### config.mk
export PLATFORM = sky130hd
export DESIGN_NAME = bblur_window
export DESIGN_NICKNAME = d
export VERILOG_FILES = /design/src/sv/bblur_pkg.sv /design/src/sv/bblur_mean.sv /design/src/sv/bblur_window.sv
export SDC_FILE = /design/constraint.sdc
export NUM_CORES = 1
export LEC_CHECK = 0
export BUFFER_PORTS_ARGS = -buffer_cell sky130_fd_sc_hd__buf_2
export CORE_AREA = 2 2 297 299
export CTS_CLUSTER_DIAMETER = 30
export DETAILED_ROUTE_END_ITERATION = 10
export DIE_AREA = 0 0 299 301
export GPL_TIMING_DRIVEN = 0
export SYNTH_ARGS = -nofsm -noshare
export SYNTH_HDL_FRONTEND = slang
export SYNTH_SLANG_ARGS = --single-unit
export TNS_END_PERCENT = 10
### constraint.sdc
create_clock -name clk -period 17.7 [get_ports clk]
set_input_delay 3.54 -clock clk [delete_from_list [all_inputs] [get_ports clk]]
set_output_delay 3.54 -clock clk [all_outputs]
set_load 0.02 [all_outputs]
### src/sv/bblur_pkg.sv
// ----------------------------------------------------------------------------
// bblur_pkg
// shared types, constants and divider helpers for the 3x3 box blur
// ----------------------------------------------------------------------------
`timescale 1ns / 1ps

package bblur_pkg;

	// configuration port
	localparam int CFG_IDX_W  = 1;
	localparam int CFG_DATA_W = 12;

	localparam logic [CFG_IDX_W-1:0] REG_FRAME_WIDTH  = 1'd0;
	localparam logic [CFG_IDX_W-1:0] REG_FRAME_HEIGHT = 1'd1;

	localparam int FRAME_WIDTH_RESET  = 640;
	localparam int FRAME_HEIGHT_RESET = 480;

	// pixel and sum widths
	localparam int CH_W    = 8;
	localparam int NUM_CH  = 3;
	localparam int PIX_W   = NUM_CH * CH_W;
	localparam int POS_W   = 11;
	localparam int CSUM2_W = 9;
	localparam int CSUM3_W = 10;
	localparam int SUM_W   = 12;
	localparam int T_W     = 13;
	localparam int RECIP_W = 14;
	localparam int PROD_W  = T_W + RECIP_W;
	localparam int RECIP_SHIFT = 16;

	// result slots one input word can cause, in delivery order
	localparam int NUM_RES        = 4;
	localparam int RES_ABOVE_LEFT = 0;
	localparam int RES_LEFT       = 1;
	localparam int RES_ABOVE      = 2;
	localparam int RES_HERE       = 3;

	typedef enum logic [1:0] {
		DIV_4,
		DIV_6,
		DIV_9
	} div_t;

	// neighbor count of the mean
	function automatic logic [3:0] div_count(input div_t d);
		case (d)
			DIV_4:   return 4'd4;
			DIV_6:   return 4'd6;
			DIV_9:   return 4'd9;
			default: return 4'd4;
		endcase
	endfunction

	// ceil(2^16 / (2n)), exact for every reachable numerator
	function automatic logic [RECIP_W-1:0] div_recip(input div_t d);
		case (d)
			DIV_4:   return 14'd8192;
			DIV_6:   return 14'd5462;
			DIV_9:   return 14'd3641;
			default: return 14'd8192;
		endcase
	endfunction

	typedef struct packed {
		logic [CH_W-1:0] in_red;
		logic [CH_W-1:0] in_green;
		logic [CH_W-1:0] in_blue;
	} pixel_t;

	typedef struct packed {
		logic [CH_W-1:0]  out_red;
		logic [CH_W-1:0]  out_green;
		logic [CH_W-1:0]  out_blue;
		logic [POS_W-1:0] out_row;
		logic [POS_W-1:0] out_col;
		logic             run_last;
		logic             frame_done;
	} result_t;

	// one new window column plus the position info of the word behind it
	typedef struct packed {
		logic [PIX_W-1:0] px;
		logic [PIX_W-1:0] upper;
		logic [PIX_W-1:0] middle;
		logic [POS_W-1:0] row;
		logic [POS_W-1:0] col;
		logic             has_result;
		logic             last_row;
		logic             last_col;
		logic             rows3;
		logic             cols3;
	} win_load_t;

	typedef struct packed {
		logic emit;
		logic ready;
	} win_stat_t;

endpackage

### src/sv/bblur_mean.sv
// ----------------------------------------------------------------------------
// bblur_mean
// rounded mean of 4, 6 or 9 pixels from column sums, one channel
// ----------------------------------------------------------------------------
`timescale 1ns / 1ps

module bblur_mean import bblur_pkg::*; (
	input  logic [2:0][CSUM3_W-1:0] col_sum,
	input  logic                    use_col0,
	input  div_t                    div_sel,
	output logic [CH_W-1:0]         mean
);

	logic [SUM_W-1:0]  sum;
	logic [T_W-1:0]    numer;
	logic [PROD_W-1:0] prod;

	assign sum = (use_col0 ? SUM_W'(col_sum[0]) : SUM_W'(0))
		+ SUM_W'(col_sum[1]) + SUM_W'(col_sum[2]);

	// (2*sum + n) / (2n) by reciprocal multiply
	assign numer = {sum, 1'b0} + T_W'(div_count(div_sel));
	assign prod  = PROD_W'(numer) * PROD_W'(div_recip(div_sel));
	assign mean  = prod[RECIP_SHIFT +: CH_W];

endmodule

### src/sv/bblur_window.sv
// ----------------------------------------------------------------------------
// bblur_window
// 3x3 window held as column sums, and the sequencer that hands out results
// ----------------------------------------------------------------------------
`timescale 1ns / 1ps

module bblur_window import bblur_pkg::*; (
	input  logic      clk,
	input  logic      arst_n,
	input  logic      load,
	input  win_load_t load_info,
	input  logic      out_free,
	output win_stat_t stat,
	output result_t   res
);

	// per column: sum of all three rows, and of the lower two rows
	logic [2:0][NUM_CH-1:0][CSUM3_W-1:0] sum3_q;
	logic [2:0][NUM_CH-1:0][CSUM2_W-1:0] sum2_q;
	logic [NUM_CH-1:0][CSUM3_W-1:0]      new3;
	logic [NUM_CH-1:0][CSUM2_W-1:0]      new2;

	logic [NUM_RES-1:0] pend_q;
	logic [NUM_RES-1:0] new_pend;
	logic [NUM_RES-1:0] pick;
	logic [NUM_RES-1:0] rest;
	logic               rows3_q;
	logic               cols3_q;
	logic [POS_W-1:0]   row_q;
	logic [POS_W-1:0]   col_q;

	logic prev_row;
	logic prev_col;
	logic use_rows3;
	logic use_col0;
	logic emit;
	div_t div_sel;

	logic [NUM_CH-1:0][2:0][CSUM3_W-1:0] mean_in;
	logic [NUM_CH-1:0][CH_W-1:0]         mean_out;

	always_comb begin
		for (int ch = 0; ch < NUM_CH; ch++) begin
			new2[ch] = CSUM2_W'(load_info.middle[PIX_W-1-CH_W*ch -: CH_W])
				+ CSUM2_W'(load_info.px[PIX_W-1-CH_W*ch -: CH_W]);
			new3[ch] = CSUM3_W'(load_info.upper[PIX_W-1-CH_W*ch -: CH_W])
				+ CSUM3_W'(new2[ch]);
		end
	end

	always_comb begin
		new_pend = '0;
		new_pend[RES_ABOVE_LEFT] = load_info.has_result;
		new_pend[RES_LEFT]       = load_info.has_result && load_info.last_row;
		new_pend[RES_ABOVE]      = load_info.has_result && load_info.last_col;
		new_pend[RES_HERE]       = load_info.has_result && load_info.last_row
			&& load_info.last_col;
	end

	// lowest pending slot goes out first
	assign pick = pend_q & (~pend_q + NUM_RES'(1));
	assign rest = pend_q & ~pick;

	assign prev_row  = pick[RES_ABOVE_LEFT] | pick[RES_ABOVE];
	assign prev_col  = pick[RES_ABOVE_LEFT] | pick[RES_LEFT];
	assign use_rows3 = rows3_q & prev_row;
	assign use_col0  = cols3_q & prev_col;

	always_comb begin
		case ({use_rows3, use_col0})
			2'b11:   div_sel = DIV_9;
			2'b00:   div_sel = DIV_4;
			default: div_sel = DIV_6;
		endcase
	end

	always_comb begin
		for (int ch = 0; ch < NUM_CH; ch++) begin
			for (int j = 0; j < 3; j++) begin
				mean_in[ch][j] = use_rows3 ? sum3_q[j][ch] : CSUM3_W'(sum2_q[j][ch]);
			end
		end
	end

	for (genvar g = 0; g < NUM_CH; g++) begin : g_mean
		bblur_mean u_mean (
			.col_sum  (mean_in[g]),
			.use_col0 (use_col0),
			.div_sel  (div_sel),
			.mean     (mean_out[g])
		);
	end

	assign emit       = (pend_q != '0) && out_free;
	assign stat.emit  = emit;
	assign stat.ready = (pend_q == '0) || (out_free && (rest == '0));

	assign res.out_red    = mean_out[0];
	assign res.out_green  = mean_out[1];
	assign res.out_blue   = mean_out[2];
	assign res.out_row    = prev_row ? row_q - POS_W'(1) : row_q;
	assign res.out_col    = prev_col ? col_q - POS_W'(1) : col_q;
	assign res.run_last   = (rest == '0);
	assign res.frame_done = pick[RES_HERE];

	always_ff @(posedge clk or negedge arst_n) begin
		if (!arst_n) begin
			pend_q  <= '0;
			rows3_q <= 1'b0;
			cols3_q <= 1'b0;
			row_q   <= '0;
			col_q   <= '0;
			sum3_q  <= '0;
			sum2_q  <= '0;
		end else if (load) begin
			pend_q    <= new_pend;
			rows3_q   <= load_info.rows3;
			cols3_q   <= load_info.cols3;
			row_q     <= load_info.row;
			col_q     <= load_info.col;
			sum3_q[0] <= sum3_q[1];
			sum3_q[1] <= sum3_q[2];
			sum3_q[2] <= new3;
			sum2_q[0] <= sum2_q[1];
			sum2_q[1] <= sum2_q[2];
			sum2_q[2] <= new2;
		end else if (emit) begin
			pend_q <= rest;
		end
	end

endmodule

==> metrics.yaml <==
placed_design:
  hpwl_um: 52480
  portBuffers: 151
  gp_congestion: 0.8803
detailed_routing:
  vias_per_cell: 4.487
  routed_wl_um: 61630
  drtIter0Drc: 968
  first_pass_iters: 5
  num_vias: 17615
  drt.antenna.violating_nets: 0
  wire_per_inst_um: 15.70
  route.detailed.drc: 0
sta:
  skew_ns: 0.008649
  period_share_pct: 86.53
  hold_viol_final: 0
  max_slew.worst_pin.slew_ns: 1.017
  max_freq_ghz: 0.06530
  slew_headroom_pct: 32.20
  finalMaxSlewViolations: 0
  post-route-min-period_ns: 15.31
  setup_tns_ns: 0
  setup_viol: 0
  rsz0062_at_grt: "no"
  holdWs_ns: 0.5071
clock_tree:
  postCtsHoldBufs: 0
  path_clk_slew_ns: 0.07
  cts_buffers: 17
  cts_max_level: 4
  clk_latency_ns: 0.46
  ctsResizeCount: 0
  ctsRootBufferMaster: "clkbuf_16"
  cts_tree: "built"
  clock_sinks: 199
  post-cts-setup-buffers: 0
  clockBufferDepth: 2
setup_path:
  crit_fanout: 20
  critPathLaunchType: "flip-flop"
  slowest_delay_ns: 0.70
  startpoint: "pend_q[2]"
  timing.rr.start: "pend_q[0]"
  cp.arrival_ns: 11.77
  required_ns: 14.16
  critPathMostFrequentCell: "fa_1"
  path_class: "flip-flop to output pin"
  worst_path_max_delay_cell: "ha_1"
  end_kind: "output pin"
global_routing:
  grt_max_degree: 121
  grt_overflow: 0
  grt_pass1_vias: 18566
  track_usage_pct: 14.06
  grt_pass1_wl_um: 99990
  antenna_found_initial: 1
worst_hold_path:
  hold_path.class: "flip-flop to flip-flop"
  worstHoldStart: "rows3_q"
logic_synthesis:
  ys.flop_type: "dfrtp_1"
  seq_area_frac_synth_pct: 19.30
  synth-edff-count: 0
  synth-async-reset-ratio_pct: 100.0
  synth.most_common_cell: "inv_1"
  synth_top_area_cell: "fa_1"
  synth_compound_area_share_pct: 5.959
  synthCells: 2586
  synth_area_mm2: 0.02580
  yosys_warnings: 0
  syn_area_per_cell_um2: 9.978
  synth_cell_types: 68
  synth_fp_nets: 3332
  muxShareOfSynthArea_pct: 9.751
  synth_top_family_by_area: "adder cells"
  yosys.area_share.adder_pct: 41.37
  synth_top_area_share_pct: 27.08
  synth_simple_gate_area_share_pct: 9.068
  synth.area.top_cells: "fa_1 27%, dfrtp_1 19%, ha_1 14%"
  synthXorXnorAreaFrac_pct: 5.009
  yosys-top-cells-count: "593 x inv_1, 349 x fa_1, 294 x ha_1, 199 x dfrtp_1, 198 x nand2_1"
  yosys_register_bits: 199
die:
  fp.dieH_um: 301
  core_mm2: 0.08648
  ios: 153
  num_rows: 108
  die_x_um: 299
  start_util_pct: 29.84
  dieArea_mm2: 0.09000
cells_and_area:
  insertedDiodeCount: 0
  nets: 3504
  area_growth_pct: 11.12
  drive_above_1_share_pct: 14.22
run:
  maxCapViolations: 0
status:
  status: "finished clean"
routing by layer:
| layer | part of all wire [%] | vias to the layer above | global-route usage (%) |
|---|---|---|---|
| li1 | - | 8494 | - |
| met1 | 46 | 8775 | 18.55 |
| met2 | 50 | 287 | 24.92 |
| met3 | 3.0 | 57 | 1.234 |
| met4 | 1.8 | 2 | 3.214 |
| met5 | 0.021 | - | 0 |
final timing paths:
kind / end / slack (ns) / cells after the start
worst max register to register: pend_q[3] / 16.38 / 5
worst max-delay path: res[36] / 2.39 / 37
worst min register to register: rows3_q / 0.51 / 1
min in group asynchronous: row_q[7] / 3.05 / 1
max in group asynchronous: sum2_q[41] / 13.55 / 2
worst min-delay path: rows3_q / 0.51 / 1
sequential cells by signal, indices dropped and copies added, names as in the netlist:
signal and count:
sum2_q 81, row_q 11, cols3_q 1, pend_q 4
rows3_q 1, sum3_q 90, col_q 11
through the flow:
step	instances	util [%]	area [um2]	setup slack, ns
2_1_floorplan	2586	-	25800	4.665
3_3_place_gp	3892	32.38	28000	2.046
3_5_place_dp	3894	32.45	28060	2.794
4_1_cts	3926	33.16	28670	2.269
5_1_grt	3926	33.16	28670	1.712
6_report	3926	33.16	28670	2.385
layout make-up:
class                           instances  area, um2
Fill cell                            9006      57810
Multi-Input combinational cell       1734      18360
Sequential cell                       199       4980
Inverter                              594       2230
Tap cell                             1155       1445
Timing Repair Buffer                  153      813.3
Clock buffer                           19      442.9
Buffer                                 59      232.7
Clock inverter                         13      168.9
worst max-delay path, delay by kind of cell, from the launching register on:
kind	cells	cell delay [ns]
adders and majority gates	8	3.66
and+or+nand+nor	8	2.10
DFF	1	0.32
xor gates and xnor gates	1	0.12
AOI/OAI and AO/OA	8	1.66
buffers and inverters	12	3.41
cell families after synthesis:
logic type	after synthesis
AOI/OAI and AO/OA	241
xor gates and xnor gates	143
adders and majority gates	644
buffers and inverters	653
DFF	199
muxes	229
and+or+nand+nor	477
cell usage in the layout, fill, tap and decap left out, drive strengths merged, types with 6 or more instances in the layout:
cell / Yosys / routed
buf: 10 / 163
nand2: 198 / 198
a21o: 34 / 34
fa: 349 / 349
nor4: 10 / 10
dfrtp: 199 / 199
and2: 50 / 50
nand3: 19 / 19
a211oi: 6 / 6
o21ai: 44 / 44
a21oi: 93 / 93
inv: 593 / 597
o21bai: 20 / 20
and3: 6 / 6
or2: 12 / 12
nor3: 19 / 19
or3: 9 / 9
ha: 294 / 294
nor2: 66 / 66
mux2: 179 / 179
clkbuf: 49 / 68
xor2: 54 / 54
nor2b: 38 / 38
nand4: 7 / 7
xnor2: 88 / 88
mux2i: 50 / 50
nand2b: 24 / 24
Power is not shown: default switching activity piles up to over one toggle a cycle in this logic, so the estimate is an artifact.
